$ cat config.mk
export PLATFORM = sky130hd
export DESIGN_NAME = panel_blink_effect_controller
export DESIGN_NICKNAME = d
export VERILOG_FILES = /design/src/rtl/pbec_pkg.sv /design/src/rtl/panel_blink_effect_controller.sv
export SDC_FILE = /design/constraint.sdc
export NUM_CORES = 1
export LEC_CHECK = 0
export ABC_CLOCK_PERIOD_IN_PS = 5200
export BUFFER_PORTS_ARGS = -buffer_cell sky130_fd_sc_hd__buf_4
export CAP_MARGIN = 10
export CORE_MARGIN = 5
export CORE_UTILIZATION = 56
export CTS_BUF_LIST = sky130_fd_sc_hd__clkbuf_2 sky130_fd_sc_hd__clkbuf_4 sky130_fd_sc_hd__clkbuf_8
export DETAILED_ROUTE_END_ITERATION = 8
export PLACE_DENSITY = 0.76
export SLEW_MARGIN = 20
export SYNTH_ARGS = -nofsm -noshare
export SYNTH_HDL_FRONTEND = slang
export SYNTH_SLANG_ARGS = --single-unit
$ cat constraint.sdc
create_clock -name clk -period 5.2 [get_ports clk]
set_clock_uncertainty 0.2 [all_clocks]
set_input_delay 0.26 -clock clk [delete_from_list [all_inputs] [get_ports clk]]
set_output_delay 0.26 -clock clk [all_outputs]
set_load 0.05 [all_outputs]
$ cat src/rtl/pbec_pkg.sv
// ----------------------------------------------------------------------------
// pbec_pkg
// Shared types and constants for the panel blink effect controller.
// ----------------------------------------------------------------------------
`default_nettype none

package pbec_pkg;

	// Widths fixed by the item layout
	localparam int unsigned CMD_W    = 3;
	localparam int unsigned NOW_W    = 16;
	localparam int unsigned IDX_W    = 3;
	localparam int unsigned BYTE_W   = 8;
	localparam int unsigned CFG_W    = 16;
	localparam int unsigned CFG_IDX_W = 3;
	localparam int unsigned S_DATA_W = 40;
	localparam int unsigned M_DATA_W = 32;

	// Commands, carried on s_tuser
	typedef enum logic [CMD_W-1:0] {
		CMD_TICK       = 3'd0,
		CMD_BLINK      = 3'd1,
		CMD_STOP_MSG   = 3'd2,
		CMD_TWINKLE    = 3'd3,
		CMD_FLASH      = 3'd4,
		CMD_STOP_LEDS  = 3'd5
	} cmd_t;

	// Configuration register indexes
	localparam logic [CFG_IDX_W-1:0] REG_MSG_DARK   = 3'd0;
	localparam logic [CFG_IDX_W-1:0] REG_MSG_LIT    = 3'd1;
	localparam logic [CFG_IDX_W-1:0] REG_FLASH_DARK = 3'd2;
	localparam logic [CFG_IDX_W-1:0] REG_FLASH_LIT  = 3'd3;
	localparam logic [CFG_IDX_W-1:0] REG_TWK_STEP   = 3'd4;

	// Register reset values (ms)
	localparam logic [CFG_W-1:0] MSG_DARK_RST   = 16'd200;
	localparam logic [CFG_W-1:0] MSG_LIT_RST    = 16'd400;
	localparam logic [CFG_W-1:0] FLASH_DARK_RST = 16'd100;
	localparam logic [CFG_W-1:0] FLASH_LIT_RST  = 16'd200;
	localparam logic [CFG_W-1:0] TWK_STEP_RST   = 16'd300;

	// Result layout in m_tdata
	localparam int unsigned M_LIT_BIT    = 0;
	localparam int unsigned M_IDX_LO     = 1;
	localparam int unsigned M_ACTIVE_BIT = 4;
	localparam int unsigned M_GREEN_LO   = 5;
	localparam int unsigned M_RED_LO     = 13;
	localparam int unsigned M_PRESS_LO   = 21;

endpackage

`default_nettype wire

$ cat src/rtl/panel_blink_effect_controller.sv
// ----------------------------------------------------------------------------
// panel_blink_effect_controller
// Message blink, LED flash / twinkle and button press reporting for a panel.
// ----------------------------------------------------------------------------
// Takes one command per clock on the slave stream and returns one result per
// command on the master stream in the cycle after its transfer. The effect
// state and the result register are updated in the same cycle as the transfer,
// so the block sustains one item per clock; the only stall is back-pressure
// from m_tready while the result register is full. Phase deadlines advance by
// the phase length and wrap modulo 2^TIME_BITS; each tick makes at most one
// phase change per effect. Configuration writes take effect on the next item.
`default_nettype none

module panel_blink_effect_controller #(
	parameter int unsigned LED_COUNT = 8,
	parameter int unsigned TIME_BITS = 16
) (
	input  wire logic                                clk,
	input  wire logic                                arst_n,
	// buttons[35:28] random_value[27:20] use_green[19] message_index[18:16]
	// now_ms[15:0]
	input  wire logic [pbec_pkg::S_DATA_W-1:0]       s_tdata,
	// command[2:0]
	input  wire logic [pbec_pkg::CMD_W-1:0]          s_tuser,
	input  wire logic                                s_tvalid,
	output logic                                     s_tready,
	// new_presses[28:21] red_leds[20:13] green_leds[12:5] message_active[4]
	// shown_index[3:1] display_lit[0]
	output logic [pbec_pkg::M_DATA_W-1:0]            m_tdata,
	output logic                                     m_tvalid,
	input  wire logic                                m_tready,
	input  wire logic                                cfg_we,
	input  wire logic [pbec_pkg::CFG_IDX_W-1:0]      cfg_index,
	input  wire logic [pbec_pkg::CFG_W-1:0]          cfg_data
);

	typedef enum logic [1:0] {
		MSG_OFF  = 2'd0,
		MSG_DARK = 2'd1,
		MSG_LIT  = 2'd2
	} msg_phase_t;

	typedef enum logic [1:0] {
		LED_OFF     = 2'd0,
		LED_DARK    = 2'd1,
		LED_LIT     = 2'd2,
		LED_TWINKLE = 2'd3
	} led_mode_t;

	localparam logic [2:0] PICK_MASK = 3'(LED_COUNT - 1);

	// configuration
	logic [pbec_pkg::CFG_W-1:0] msg_dark_q, msg_lit_q, flash_dark_q, flash_lit_q, twk_step_q;

	// effect state
	msg_phase_t                  msg_phase_q, msg_phase_d;
	logic [pbec_pkg::IDX_W-1:0]  blink_idx_q, blink_idx_d;
	logic [TIME_BITS-1:0]        msg_mark_q, msg_mark_d;
	led_mode_t                   led_mode_q, led_mode_d;
	logic [TIME_BITS-1:0]        led_mark_q, led_mark_d;
	logic [LED_COUNT-1:0]        twinkle_q, twinkle_d;
	logic                        led_green_q, led_green_d;
	logic [pbec_pkg::BYTE_W-1:0] buttons_q, buttons_d;

	// result register
	logic                         out_valid_q;
	logic [pbec_pkg::M_DATA_W-1:0] out_data_q;

	// unpacked input item
	pbec_pkg::cmd_t              cmd;
	logic [pbec_pkg::NOW_W-1:0]  now_ms;
	logic [pbec_pkg::IDX_W-1:0]  msg_idx;
	logic                        use_green;
	logic [pbec_pkg::BYTE_W-1:0] rnd;
	logic [pbec_pkg::BYTE_W-1:0] btn;

	logic                        in_xfer;
	logic [TIME_BITS-1:0]        now_ext;
	logic [pbec_pkg::CFG_W-1:0]  msg_len, led_len;
	logic                        msg_due, led_due;
	logic [2:0]                  pick;
	logic [LED_COUNT-1:0]        toggle;
	logic [LED_COUNT-1:0]        leds;
	logic [pbec_pkg::BYTE_W-1:0] leds8, presses;
	logic [pbec_pkg::M_DATA_W-1:0] result;

	assign cmd       = pbec_pkg::cmd_t'(s_tuser);
	assign now_ms    = s_tdata[15:0];
	assign msg_idx   = s_tdata[18:16];
	assign use_green = s_tdata[19];
	assign rnd       = s_tdata[27:20];
	assign btn       = s_tdata[35:28];

	assign s_tready = !out_valid_q || m_tready;
	assign in_xfer  = s_tvalid && s_tready;
	assign m_tvalid = out_valid_q;
	assign m_tdata  = out_data_q;

	assign now_ext = TIME_BITS'(now_ms);
	assign msg_len = (msg_phase_q == MSG_DARK) ? msg_dark_q : msg_lit_q;
	assign msg_due = (now_ext - msg_mark_q) >= TIME_BITS'(msg_len);

	always_comb begin
		case (led_mode_q)
			LED_DARK: led_len = flash_dark_q;
			LED_LIT:  led_len = flash_lit_q;
			default:  led_len = twk_step_q;
		endcase
	end
	assign led_due = (now_ext - led_mark_q) >= TIME_BITS'(led_len);

	// twinkle pick always lands below LED_COUNT
	assign pick = rnd[2:0] & PICK_MASK;
	always_comb begin
		for (int i = 0; i < LED_COUNT; i++) begin
			toggle[i] = (pick == 3'(i));
		end
	end

	always_comb begin
		msg_phase_d = msg_phase_q;
		blink_idx_d = blink_idx_q;
		msg_mark_d  = msg_mark_q;
		led_mode_d  = led_mode_q;
		led_mark_d  = led_mark_q;
		twinkle_d   = twinkle_q;
		led_green_d = led_green_q;
		buttons_d   = buttons_q;
		presses     = '0;
		case (cmd)
			pbec_pkg::CMD_TICK: begin
				if (msg_phase_q != MSG_OFF && msg_due) begin
					msg_mark_d  = msg_mark_q + TIME_BITS'(msg_len);
					msg_phase_d = (msg_phase_q == MSG_DARK) ? MSG_LIT : MSG_DARK;
				end
				if (led_mode_q != LED_OFF && led_due) begin
					led_mark_d = led_mark_q + TIME_BITS'(led_len);
					if (led_mode_q == LED_TWINKLE) begin
						twinkle_d = twinkle_q ^ toggle;
					end else begin
						led_mode_d = (led_mode_q == LED_DARK) ? LED_LIT : LED_DARK;
					end
				end
				presses   = btn & ~buttons_q;
				buttons_d = btn;
			end
			pbec_pkg::CMD_BLINK: begin
				blink_idx_d = msg_idx;
				msg_phase_d = MSG_DARK;
				msg_mark_d  = now_ext;
			end
			pbec_pkg::CMD_STOP_MSG: begin
				msg_phase_d = MSG_OFF;
			end
			pbec_pkg::CMD_TWINKLE: begin
				twinkle_d   = rnd[LED_COUNT-1:0];
				led_green_d = use_green;
				led_mode_d  = LED_TWINKLE;
				led_mark_d  = now_ext;
			end
			pbec_pkg::CMD_FLASH: begin
				twinkle_d   = '0;
				led_green_d = use_green;
				led_mode_d  = LED_DARK;
				led_mark_d  = now_ext;
			end
			pbec_pkg::CMD_STOP_LEDS: begin
				led_mode_d = LED_OFF;
			end
			default: begin
			end
		endcase
	end

	// result is built from the updated state
	always_comb begin
		case (led_mode_d)
			LED_LIT:     leds = '1;
			LED_TWINKLE: leds = twinkle_d;
			default:     leds = '0;
		endcase
		leds8  = pbec_pkg::BYTE_W'(leds);
		result = '0;
		result[pbec_pkg::M_LIT_BIT]          = (msg_phase_d == MSG_LIT);
		result[pbec_pkg::M_IDX_LO +: 3]      = (msg_phase_d != MSG_OFF) ? blink_idx_d : '0;
		result[pbec_pkg::M_ACTIVE_BIT]       = (msg_phase_d != MSG_OFF);
		result[pbec_pkg::M_GREEN_LO +: 8]    = led_green_d ? leds8 : '0;
		result[pbec_pkg::M_RED_LO +: 8]      = led_green_d ? '0 : leds8;
		result[pbec_pkg::M_PRESS_LO +: 8]    = presses;
	end

	always_ff @(posedge clk or negedge arst_n) begin
		if (!arst_n) begin
			msg_dark_q   <= pbec_pkg::MSG_DARK_RST;
			msg_lit_q    <= pbec_pkg::MSG_LIT_RST;
			flash_dark_q <= pbec_pkg::FLASH_DARK_RST;
			flash_lit_q  <= pbec_pkg::FLASH_LIT_RST;
			twk_step_q   <= pbec_pkg::TWK_STEP_RST;
		end else if (cfg_we) begin
			case (cfg_index)
				pbec_pkg::REG_MSG_DARK:   msg_dark_q   <= cfg_data;
				pbec_pkg::REG_MSG_LIT:    msg_lit_q    <= cfg_data;
				pbec_pkg::REG_FLASH_DARK: flash_dark_q <= cfg_data;
				pbec_pkg::REG_FLASH_LIT:  flash_lit_q  <= cfg_data;
				pbec_pkg::REG_TWK_STEP:   twk_step_q   <= cfg_data;
				default: begin
				end
			endcase
		end
	end

	always_ff @(posedge clk or negedge arst_n) begin
		if (!arst_n) begin
			msg_phase_q <= MSG_OFF;
			blink_idx_q <= '0;
			msg_mark_q  <= '0;
			led_mode_q  <= LED_OFF;
			led_mark_q  <= '0;
			twinkle_q   <= '0;
			led_green_q <= 1'b0;
			buttons_q   <= '0;
		end else if (in_xfer) begin
			msg_phase_q <= msg_phase_d;
			blink_idx_q <= blink_idx_d;
			msg_mark_q  <= msg_mark_d;
			led_mode_q  <= led_mode_d;
			led_mark_q  <= led_mark_d;
			twinkle_q   <= twinkle_d;
			led_green_q <= led_green_d;
			buttons_q   <= buttons_d;
		end
	end

	always_ff @(posedge clk or negedge arst_n) begin
		if (!arst_n) begin
			out_valid_q <= 1'b0;
		end else if (in_xfer) begin
			out_valid_q <= 1'b1;
		end else if (m_tready) begin
			out_valid_q <= 1'b0;
		end
	end

	always_ff @(posedge clk) begin
		if (in_xfer) begin
			out_data_q <= result;
		end
	end

endmodule

`default_nettype wire

* After elaboration in Yosys (flattened, before gate mapping)
Index checks and enable logic that the tools add are counted.
** Word-level totals
- Register bits after elaboration :: 166
- Input bits :: 67
- Output and inout bits :: 34
- Word-level logic and storage cells :: 97
** Operators by class
- Add/subtract/negate cells :: 4
- $lt $le $gt $ge :: 2
- Equal/unequal tests :: 25
- Multiplexer cells :: 21
- Bitwise operators :: 3
- Reductions and logical operators :: 23
** Operator list (count)
- $pmux W16 S2 :: 3
- $mux W16 :: 3
- $add A16 B16 Y16 :: 2
- $ge A16 B16 Y1 :: 2
- $sub A16 B16 Y16 :: 2
- $pmux W8 S3 :: 1
- $eq A3 B3 Y1 const B :: 7
- $eq A3 B2 Y1 const B :: 6
- $mux W8 :: 2
- $pmux W8 S2 :: 1
- $reduce_and A2 Y1 :: 6
- $reduce_bool A2 Y1 :: 6
- $eq A2 B2 Y1 const B :: 5
- $mux W2 :: 5
- $eq A3 B1 Y1 const B :: 3
- $logic_not A3 Y1 :: 3
- $and A8 B8 Y8 :: 1
- $not A8 Y8 :: 1
- $pmux W2 S4 :: 1
- $xor A8 B8 Y8 :: 1
- $pmux W2 S3 :: 1
- $reduce_and A3 Y1 :: 2
- $eq A2 B1 Y1 const B :: 2
- $ne A2 B2 Y1 const B :: 2
- 6 further kinds :: 10

* Longest topological paths before layout
Gate-level depths: netlist of run 1.
- Depth after elaboration :: 8
- Depth in mapped cells :: 23

* Least setup slack after synthesis of run 1
OpenSTA, ideal clock, no wires.
- Path type :: register to register
- From :: register led_mark_q[1]
- To :: register out_data_q, in the netlist m_tdata[12] (data pin)
- Library setup time :: 0.268 ns
- Data arrival time :: 4.284 ns
- Data required time :: 4.732 ns
- Setup slack :: 0.447 ns
- Cell stages (with the launch flop) :: 19
- Buffers on the path :: 0
- Period minus slack after synthesis :: 4.753 ns
- Path through :: dfrtp_1 inv_1 ha_1 nor2b_1 o21a_1 o21ai_1 a211oi_1 o41ai_1 a21oi_1 and4_1 or3_1 ha_1 and4_1 a221oi_1 nor2_1 a21oi_1 mux2i_1 a2bb2oi_1 nor2_1
** On the way
- Word-level cells in the longest chain between the ends :: 7
** Ends and longest elaborated chain
- from (decl) :: line panel_blink_effect_controller.sv:60 : logic [TIME_BITS-1:0] led_mark_q, led_mark_d;
- from (signal assigned) :: line panel_blink_effect_controller.sv:227 : led_mark_q <= led_mark_d;
- $sub A16 B16 Y16 * :: line panel_blink_effect_controller.sv:110 : assign led_due = (now_ext - led_mark_q) >= TIME_BITS'(led_len);
- $ge A16 B16 Y1 * :: line panel_blink_effect_controller.sv:110
- $logic_and A1 B1 Y1 * :: line panel_blink_effect_controller.sv:136 : if (led_mode_q != LED_OFF && led_due) begin
- $mux W2 :: line panel_blink_effect_controller.sv:136
- $pmux W2 S4 :: line panel_blink_effect_controller.sv:130 : case (cmd)
- $eq A2 B2 Y1 :: line panel_blink_effect_controller.sv:177 : case (led_mode_d)
- $pmux W8 S2 * :: line panel_blink_effect_controller.sv:177
- to (signal assigned) :: line panel_blink_effect_controller.sv:246 : out_data_q <= result;
- to (decl) :: line panel_blink_effect_controller.sv:67 : logic [pbec_pkg::M_DATA_W-1:0] out_data_q;
Every way passes the cells marked *; elsewhere a longest branch is shown, timed or not.
A chain may end at the register's enable or synchronous reset.

* Final worst setup path of run 1
- From :: input s_tdata[1] (netlist bit)
- To :: register out_data_q, in the netlist m_tdata[5] (data pin)
** On the way
- Word-level cells in the longest chain between the ends :: 7
** Ends and longest elaborated chain
- from (decl) :: line panel_blink_effect_controller.sv:22 : input wire logic [pbec_pkg::S_DATA_W-1:0] s_tdata,
- $sub A16 B16 Y16 * :: line panel_blink_effect_controller.sv:110
- $ge A16 B16 Y1 * :: line panel_blink_effect_controller.sv:110
- $logic_and A1 B1 Y1 * :: line panel_blink_effect_controller.sv:136
- $mux W2 :: line panel_blink_effect_controller.sv:136
- $pmux W2 S4 :: line panel_blink_effect_controller.sv:130
- $eq A2 B2 Y1 :: line panel_blink_effect_controller.sv:177
- $pmux W8 S2 * :: line panel_blink_effect_controller.sv:177
Marked as above.

==> results.md, run 1 <==
* Total power density per cell area at 677 nW/um^2
* GPL Wtd Cong at 0.890
* CTS tree: done
* Layout Cells excl Fill at 1633
* Number of port buffers at 93
* CTS Buf Count at 17
* CP bufs+invs at 4
* Area contributors post-synth: dfrtp_1 26%, ha_1 10%, mux2_2 9.1%
* Most frequent CP cell: buf_4
* Final WL at 27800 um
* Worst-path clk slew at 0.10 ns
* Max Cap Violations at 0
* Die area at 23400 sq um
* Multi-input combinational cell area at 6750 sq um
* Synth top area share at 26.4%
* First-pass GRT wire length at 46400 um
* Initial antenna violation count at 0
* Tmin final at 4.97 ns
* Layout area overhead at 17.3%
* Cell leakage power at 0.00601 uW
* Synth unique cells at between 70 and 80
* IO Pins at 101
* Critical path class: in2reg
* Slowest Stage Delay on Critical Path at 0.54 ns
* Rows at 52
* Final worst-path cycle share at between 90% and 100%
* Nets at ~1500
* Global route overflow at 0
* Worst Setup Start Kind: input pin
* Wire per inst at 17.0 um
* Clock sink count at 166
* Post-route ant nets at 0
* Status: complete, no violations
* Vias at 9583
* Final HPWL DP at 20400 um
* Ys async rst share at 82.5%
* Rel. slew slack at 39.0%
* Avg Synthesized Cell Area at around 9.5 sq um
* R2R setup slack at 0.37 ns
* CP Data Arrival Time at 4.98 ns
* Final worst setup slack at 0.234 ns
* Root buffer cell: clkbuf_8
* Fillers at 1637
* Synth Register Bits at 166
* Fmax at roughly 200 MHz
* Slew at the pin closest to its max-slew limit at between 0.9 and 1 ns
* Dominant synthesized flop cell: dfrtp_1
* Crit-path max FO at 6
* Syn. warnings at 0
* Placed insts at around 1600
* Crit-path leading delay family: compound AO/OA/AOI/OAI gates
* Drt pass-1 iters at 5
* Chip width at 153 um
* CP required at 5.21 ns
* Worst setup EP type: flip-flop
* Worst Hold Class: in2reg
* RSZ-0062 raised after global routing: false
* GRT Util Overall at 23.7%
* Slowest-stage cell, CP: dlygate4sd3_1
* DIE HEIGHT at 153 um
* Vias in the first global route at 9377
* Worst-case clock buffer depth at 2
* Initial DRC Count at 622
* Setup_tns at 0 ns
* Final Setup Violations at 0
* Sequential share of the synthesized area at 37.7%
* DRC violations left at 0
* Pin count of the biggest net entering global routing at 94
* Max-slew violation count at 0
* Post-Syn Instances at 1210
* Core footprint at 20200 sq um
* DR vias/cell at 5.87
* Post-synth EDFFs at 29
* Synth area leader: dfrtp_1
* Share of layout cells above drive strength 1 at 21.2%
* DP Worst Slack at 0.154 ns
* Later-pin clock latency in the skew report at 0.47 ns
* VDD IR max at about 0.38 mV
* Initial core utilization at 56.9%
* N_diodes at 0
* CTS HTree Levels at 4
* Register area at roughly 4300 sq um
* Netlist Area Pre-Place at between 10000 and 15000 sq um
* Synth cell count leaders: 121 x dfrtp_1, 121 x nor2_1, 96 x ha_1
* Final Hold Fails at 0
* CP cell instances: dlygate4sd3_1 -> buf_4 -> ha_1 -> nor2b_1 -> o21a_1 -> o21ai_1 -> a211oi_1 -> o41ai_2 -> a21oi_1 -> and4_1 -> or3_1 -> ha_1 -> and4_1 -> a221oi_1 -> buf_4 -> nor4_1 -> a21oi_1 -> buf_4 -> mux2i_1 -> a2bb2oi_1 -> nor2_1
worst register-to-register path: stages (launching register included):
cell       delay [ns]
dfrtp_1          0.36
inv_1            0.05
ha_1             0.25
nor2b_1          0.12
o21a_1           0.17
o21ai_1          0.21
a211oi_1         0.15
o41ai_2          0.39
a21oi_1          0.19
and4_1           0.21
or3_1            0.39
ha_1             0.30
and4_1           0.19
a221oi_1         0.28
buf_4            0.19
nor4_1           0.05
a21oi_1          0.12
buf_4            0.17
mux2i_1          0.21
a2bb2oi_1        0.30
nor2_1           0.07
power by group:
group / switching, uW / leakage, uW / total, uW / internal [uW]
logic: 3580 / 0.00394 / 6240 / 2660
clock network: 527 / 0.000185 / 926 / 398
registers: 232 / 0.00189 / 1930 / 1700
metrics by stage:
stage | cell area [sq um] | util, % | hold WS (ns) | power [uW]
2_1_floorplan | 11500 | - | -0.236 | 6530
3_3_place_gp | 12500 | 62.2 | 0.206 | 7790
3_5_place_dp | 12500 | 62.2 | 0.204 | 7980
4_1_cts | 13400 | 66.4 | 0.0294 | 8970
5_1_grt | 13500 | 66.7 | 0.0696 | 9960
6_report | 13500 | 66.7 | 0.0416 | 9100
state kept, by name, summed over array words and instances (netlist names), 16 cells and up:
name and cells:
m_tdata 29, flash_dark_q 16, flash_lit_q 16, led_mark_q 16, msg_dark_q 16, msg_lit_q 16
msg_mark_q 16, twk_step_q 16
layout by cell type (no fill, tap or decap), drive strengths merged, types with 27 or more instances in the layout:
cell         count
a21oi           76
a31oi           29
buf            118
dfrtp          121
dlygate4sd3     47
edfxtp          29
ha              96
inv             81
mux2            93
mux2i           27
nand2           81
nor2           121
o21ai           84
xnor2           32
area by class of cell:
| class | count | share of cell area, % |
|---|---|---|
| clock inverter | 14 | 1.07 |
| clock buffer | 18 | 1.79 |
| tap | 270 | 2.51 |
| sequential | 166 | 32.1 |
| multi-input combinational | 924 | 50.2 |
| timing repair buffer | 165 | 10.2 |
| inverter | 76 | 2.12 |
what timing repair did:
action / 4_1_cts / 5_1_grt
hold buffers: 47 / 0
endpoints found under the hold margin: 212 / 0
buffers inserted: 0 / 0
setup endpoints to repair: 0 / 34
gates resized for setup: 0 / 11
cell families after synthesis:
| group | Yosys count | synth area share, % |
|---|---|---|
| compound gates | 318 | 18.1 |
| other cells | 1 | 0.0327 |
| flops | 166 | 37.7 |
| simple gates | 336 | 13.7 |
| mux | 120 | 11.5 |
| fa+ha+maj | 100 | 11.2 |
| buf+inv | 122 | 4.20 |
| xor+xnor | 47 | 3.59 |
worst paths after layout:
path | startpoint | to | depth (start not counted)
setup / recovery | s_tdata[1] | m_tdata[5] | 21
hold / removal | s_tdata[24] | twinkle_q[4] | 3
setup reg to reg | led_mark_q[1] | m_tdata[5] | 20
hold reg to reg | msg_lit_q[11] | msg_lit_q[11] | 1
max in group asynchronous | arst_n | led_mark_q[7] | 3
min in group asynchronous | arst_n | flash_lit_q[2] | 2
layer usage:
metal | part of all wire (%) | vias up | track usage [%]
li1 | - | 4663 | -
met1 | 48 | 4632 | 34.0
met2 | 46 | 251 | 38.3
met3 | 4.8 | 37 | 3.05
met4 | 1.5 | 0 | 6.07
met5 | 0 | - | 0
Note: power is estimated with default switching activity, not from simulation.
==> inputs of run 2 (changes only) <==
==> constraint.sdc (replaced) <==
create_clock -name clk -period 5.2 [get_ports clk]
set_clock_uncertainty 0.2 [all_clocks]
set_input_delay 0.52 -clock clk [delete_from_list [all_inputs] [get_ports clk]]
set_output_delay 0.52 -clock clk [all_outputs]
set_load 0.05 [all_outputs]
==> results.md, run 2 (synthesis gave the netlist of run 1 again) <==
* Worst setup EP type: flip-flop
* CP Data Arrival Time at 5.11 ns
* Worst-path clk slew at 0.09 ns
* DP Worst Slack at -0.131 ns
* Final worst-path cycle share at 95.6%
* Worst-case clock buffer depth at 2
* Largest register FFs at 29
* Slew at the pin closest to its max-slew limit at ~0.92 ns
* Multi-input combinational cell area at 6750 sq um
* GRT Util Overall at a little under a quarter
* Drt pass-1 iters at 5
* Wire per inst at ~17 um
* Pin count of the biggest net entering global routing at 86
* Max Cap Violations at 0
* Final worst setup slack at around 0.23 ns
* Fillers at 1721
* CTS tree: done
* Power share of the combinational group at 69.0%
* Cell leakage power at 0.00582 uW
* Rows at 52
* Final Setup Violations at 0
* Sequential power share at 21.4%
* Int Pwr at about 4700 uW
* Share of layout cells above drive strength 1 at between 20% and 30%
* Chip width at 153 um
* Most frequent CP cell: a21oi_1
* Vias in the first global route at 9192
* Root buffer cell: clkbuf_8
* Final core occ at ~64%
* Vias at 9369
* Net Switching at 4300 uW
* N_diodes at 0
* Die area at about 23000 sq um
* Status: complete, no violations
* RSZ-0062 raised after global routing: true
* Number of port buffers at 93
* Post-route ant nets at 0
* Setup_tns at 0 ns
* Clock share of power at 9.5%
* Max-slew violation count at 0
* Placed insts at about 1600
* WHS at about 0.051 ns
* Layout area overhead at 13.2%
* Clock sink count at 166
* Layout Cells excl Fill at ~1600
* Worst Setup Start Kind: flip-flop
* Final WL at 27400 um
* Fmax at approximately 200 MHz
* Tmin final at 4.97 ns
* Most frequent cells in the layout: 121 x nor2_1, 121 x dfrtp_1, 120 x buf_4
* CTS Buf Count at 17
* Initial core utilization at 56.9%
* Rel. slew slack at 38.2%
* Global route overflow at 0
* Final Hold Fails at 0
* Initial DRC Count at 696
* Sw frac at 47.6%
* DIE HEIGHT at 153 um
* Total power density per cell area at 696 nW/um^2
* Register area at 4320 sq um
* Critical path class: reg2reg
* Final HPWL DP at between 20000 and 25000 um
* Initial antenna violation count at 0
* Crit-path leading delay family: compound AO/OA/AOI/OAI gates
* CP required at 5.34 ns
* Core footprint at 20200 sq um
* Later-pin clock latency in the skew report at 0.48 ns
* Slowest-stage cell, CP: a2111oi_2
* CTS HTree Levels at 4
* Slowest Stage Delay on Critical Path at about 0.45 ns
* GPL Wtd Cong at ~0.88
* CP bufs+invs at 2
* DRC violations left at 0
* IO Pins at just over 100
* VDD IR max at 0.338 mV
* First-pass GRT wire length at 45100 um
* CP cell instances: inv_1 -> ha_1 -> nor2b_1 -> o31ai_2 -> a21oi_1 -> a211oi_2 -> nor3_1 -> a2111o_1 -> a21oi_1 -> xnor2_1 -> ha_1 -> nand4_1 -> nor4_2 -> o21a_1 -> a311oi_1 -> a2111oi_2 -> o21ai_4 -> buf_4 -> a211oi_1 -> a21oi_1
* DR vias/cell at ~5.9
* Nets at 1475
* Crit-path max FO at 28
* Worst Hold Class: in2reg
==> run 2: cell count changes in the layout (fill, tap and decap cells not counted), moves of 2 or more <==
cell           delta
inv_6             +2
inv_8             -4
dlygate4sd3_1    -46
buf_4             +5
==> run 2: power groups by stage <==
stage | sequential (uW) | combinational (uW) | clock (uW)
2_1_floorplan | 2010 | 4520 | 0
3_3_place_gp | 1930 | 5910 | 0
3_5_place_dp | 1960 | 6090 | 0
4_1_cts | 1930 | 6130 | 880
5_1_grt | 1980 | 6990 | 931
6_report | 1940 | 6240 | 861
==> run 2: final timing paths <==
| check | slack [ns] | start | depth (start not counted) | endpoint |
|---|---|---|---|---|
| max in group asynchronous | 3.11 | arst_n | 3 | msg_phase_q[0] |
| min in group asynchronous | 0.48 | arst_n | 2 | twk_step_q[0] |
| hold / removal | 0.05 | s_tvalid | 2 | m_tvalid |
| setup / recovery | 0.23 | msg_mark_q[1] | 20 | msg_mark_q[6] |
| setup reg to reg | 0.23 | msg_mark_q[1] | 20 | msg_mark_q[6] |
| hold reg to reg | 0.31 | msg_dark_q[11] | 1 | msg_dark_q[11] |
==> run 2: layout make-up <==
class	instances	share of cell area (%)
clock buffer	19	1.97
clock inverter	13	0.742
inverter	76	2.20
multi-input combinational	924	52.0
sequential	166	33.3
tap	270	2.60
timing repair buffer	123	7.26
==> run 2: metrics by stage <==
step / total power, uW / area [sq um]
2_1_floorplan: 6530 / 11500
3_3_place_gp: 7850 / 12600
3_5_place_dp: 8040 / 12600
4_1_cts: 8940 / 12900
5_1_grt: 9900 / 13000
6_report: 9030 / 13000
==> run 2: per-layer routing <==
metal  vias to the layer above  part of all wire, %  global-route usage [%]
met2                       245                   46                    37.3
met3                        31                  5.4                    3.25
li1                       4580                    -                       -
met4                         0                  1.6                    6.28
met1                      4513                   47                    33.5
met5                         -                    0                       0
==> run 2: timing repair <==
item	CTS	global route
pin swaps	0	1
hold buffers	1	0
endpoints found under the hold margin	73	0
gates resized for setup	1	7
buffers inserted	0	0
setup endpoints to repair	4	31
gates cloned	0	0
==> inputs of run 3 (changes only) <==
--- a/config.mk
+++ b/config.mk
@@ -12,6 +12,7 @@
 export CORE_UTILIZATION = 56
 export CTS_BUF_LIST = sky130_fd_sc_hd__clkbuf_2 sky130_fd_sc_hd__clkbuf_4 sky130_fd_sc_hd__clkbuf_8
 export DETAILED_ROUTE_END_ITERATION = 8
+export MAX_ROUTING_LAYER = met4
 export PLACE_DENSITY = 0.76
 export SLEW_MARGIN = 20
 export SYNTH_ARGS = -nofsm -noshare
==> results.md, run 3 (synthesis gave the netlist of run 1 again) <==
* Top Metal Used: met4
* Final HPWL DP at 20500 um
* Worst setup EP type: flip-flop
* Critical path class: reg2reg
* VDD IR max at slightly above 0.3 mV
* Vias at 9385
* Chip width at between 150 and 200 um
* CP Data Arrival Time at 4.88 ns
* Slowest Stage Delay on Critical Path at approximately 0.40 ns
* Cell leakage power at 0.00590 uW
* Later-pin clock latency in the skew report at 0.47 ns
* Layout area overhead at 14.2%
* Tmin final at 4.87 ns
* Final worst-path cycle share at 93.6%
* Most frequent cells in the layout: 125 x buf_4, 121 x nor2_1, 121 x dfrtp_1
* WL met3 at 1320 um
* Worst Hold Class: in2reg
* Vias in the first global route at 9085
* Fmax at 205 MHz
* Max Cap Violations at 0
* WHS at 0.0652 ns
* Met1 Routed Length at 13000 um
* Status: complete, no violations
* Worst-case clock buffer depth at 2
* GRT Util Overall at 24.0%
* Core footprint at 20200 sq um
* Slew at the pin closest to its max-slew limit at between 0.9 and 1 ns
* CTS tree: done
* DR vias/cell at 5.88
* Share of layout cells above drive strength 1 at 22.6%
* CP required at 5.21 ns
* Leading cell type in the layout, fill and taps excluded: buf_4
* CP cell instances: inv_1 -> ha_1 -> or2_1 -> a21oi_1 -> a211oi_1 -> o41ai_2 -> a21oi_1 -> and4_1 -> or3_1 -> ha_1 -> and4_1 -> a221oi_1 -> buf_4 -> nor2_1 -> a21oi_1 -> buf_4 -> buf_4 -> mux2i_1 -> a2bb2oi_1 -> nor2_1
* First-pass GRT wire length at 45200 um
* N_diodes at 0
* Clock sink count at 166
* Rel. slew slack at approximately 37%
* Post-route ant nets at 0
* Post-placement cell area at around 13000 sq um
* Initial DRC Count at 622
* Worst Setup Start Kind: flip-flop
* CTS HTree Levels at 4
* Global route overflow at 0
* Wire per inst at roughly 17 um
* Final WL at 27400 um
* Rows at 52
* Largest register FFs at 29
* Initial core utilization at a little under three fifths
* WL met2 at 12700 um
* Number of port buffers at 93
* Worst-path clk slew at roughly 0.10 ns
* Total power density per cell area at ~700 nW/um^2
* DIE HEIGHT at approximately 150 um
* Final Setup Violations at 0
* Slowest-stage cell, CP: dfrtp_1
* DRC violations left at 0
* Final Hold Fails at 0
* Pin count of the biggest net entering global routing at 99
* Drt pass-1 iters at 4
* GPL Wtd Cong at 0.880
* Nets at 1481
* Fillers at 1689
* RSZ-0062 raised after global routing: false
* Crit-path max FO at 6
* Die area at 23400 sq um
* CTS Buf Count at 17
* Root buffer cell: clkbuf_8
* Final Cell Area at 13100 sq um
* Max-slew violation count at 0
* Initial antenna violation count at 0
* Pwr Total at between 9000 and 10000 uW
* IO Pins at 101
==> run 3: cell count changes in the layout (fill, tap and decap cells not counted), sizes merged <==
| cell | change |
|---|---|
| inv | +2 |
| clkinvlp | -2 |
| clkinv | -4 |
| buf | +6 |
| bufinv | +3 |
| clkbuf | +1 |
==> run 3: routing by layer <==
metal,global-route usage [%],vias to the layer above
met5,-,-
met4,5.98,0
met3,2.88,31
met2,37.1,218
met1,34.1,4544
li1,-,4592
==> run 3: area by class of cell <==
cell class	instances	area [sq um]	share of cell area (%)
clock buffer	20	269	2.05
clock inverter	12	163	1.24
inverter	76	285	2.18
multi-input combinational	924	6740	51.4
sequential	166	4320	33.0
tap	270	338	2.58
timing repair buffer	129	991	7.56
==> run 3: critical path, delay by kind of cell (launching register included) <==
family | cells | cell delay [ns]
AO/OA/AOI/OAI | 7 | 1.54
AND/OR/NAND/NOR | 6 | 1.12
adder cells (fa/ha/maj) | 2 | 0.62
buffers and inverters | 4 | 0.54
flip-flops | 1 | 0.40
multiplexers | 1 | 0.19
==> run 3: per-stage QoR <==
| step | setup WS [ns] | cells | utilization (%) | TNS [ns] |
|---|---|---|---|---|
| floorplan | 0.403 | 1212 | - | 0 |
| global placement | -0.0592 | 1563 | 62.5 | -0.812 |
| detailed placement | -0.153 | 1563 | 62.5 | -2.63 |
| CTS | 0.00174 | 1596 | 64.7 | 0 |
| global route | 0.0456 | 1597 | 65.0 | 0 |
| finish | 0.331 | 1597 | 65.0 | 0 |
==> run 3: where the power goes <==
part	leakage [uW]	total [uW]	switching [uW]	internal [uW]
clock	0.000219	1020	501	515
combinational	0.00379	6260	3560	2690
sequential	0.00189	1930	234	1700
total	0.00590	9210	4300	4910
==> run 3: worst paths after layout <==
path	from	slack, ns	endpoint	depth (start not counted)
hold / removal	s_tvalid	0.07	m_tvalid	2
setup reg to reg	led_mark_q[4]	0.33	m_tdata[8]	20
max in group asynchronous	arst_n	3.23	twk_step_q[8]	3
min in group asynchronous	arst_n	0.53	twk_step_q[0]	2
hold reg to reg	msg_lit_q[13]	0.31	msg_lit_q[13]	1
setup / recovery	led_mark_q[4]	0.33	m_tdata[8]	20
==> run 3: what timing repair did <==
action / in CTS / in global routing
hold buffers: 1 / 0
setup endpoints to repair: 0 / 37
setup buffers: 0 / 1
gates resized for setup: 0 / 10
endpoints found under the hold margin: 5 / 0
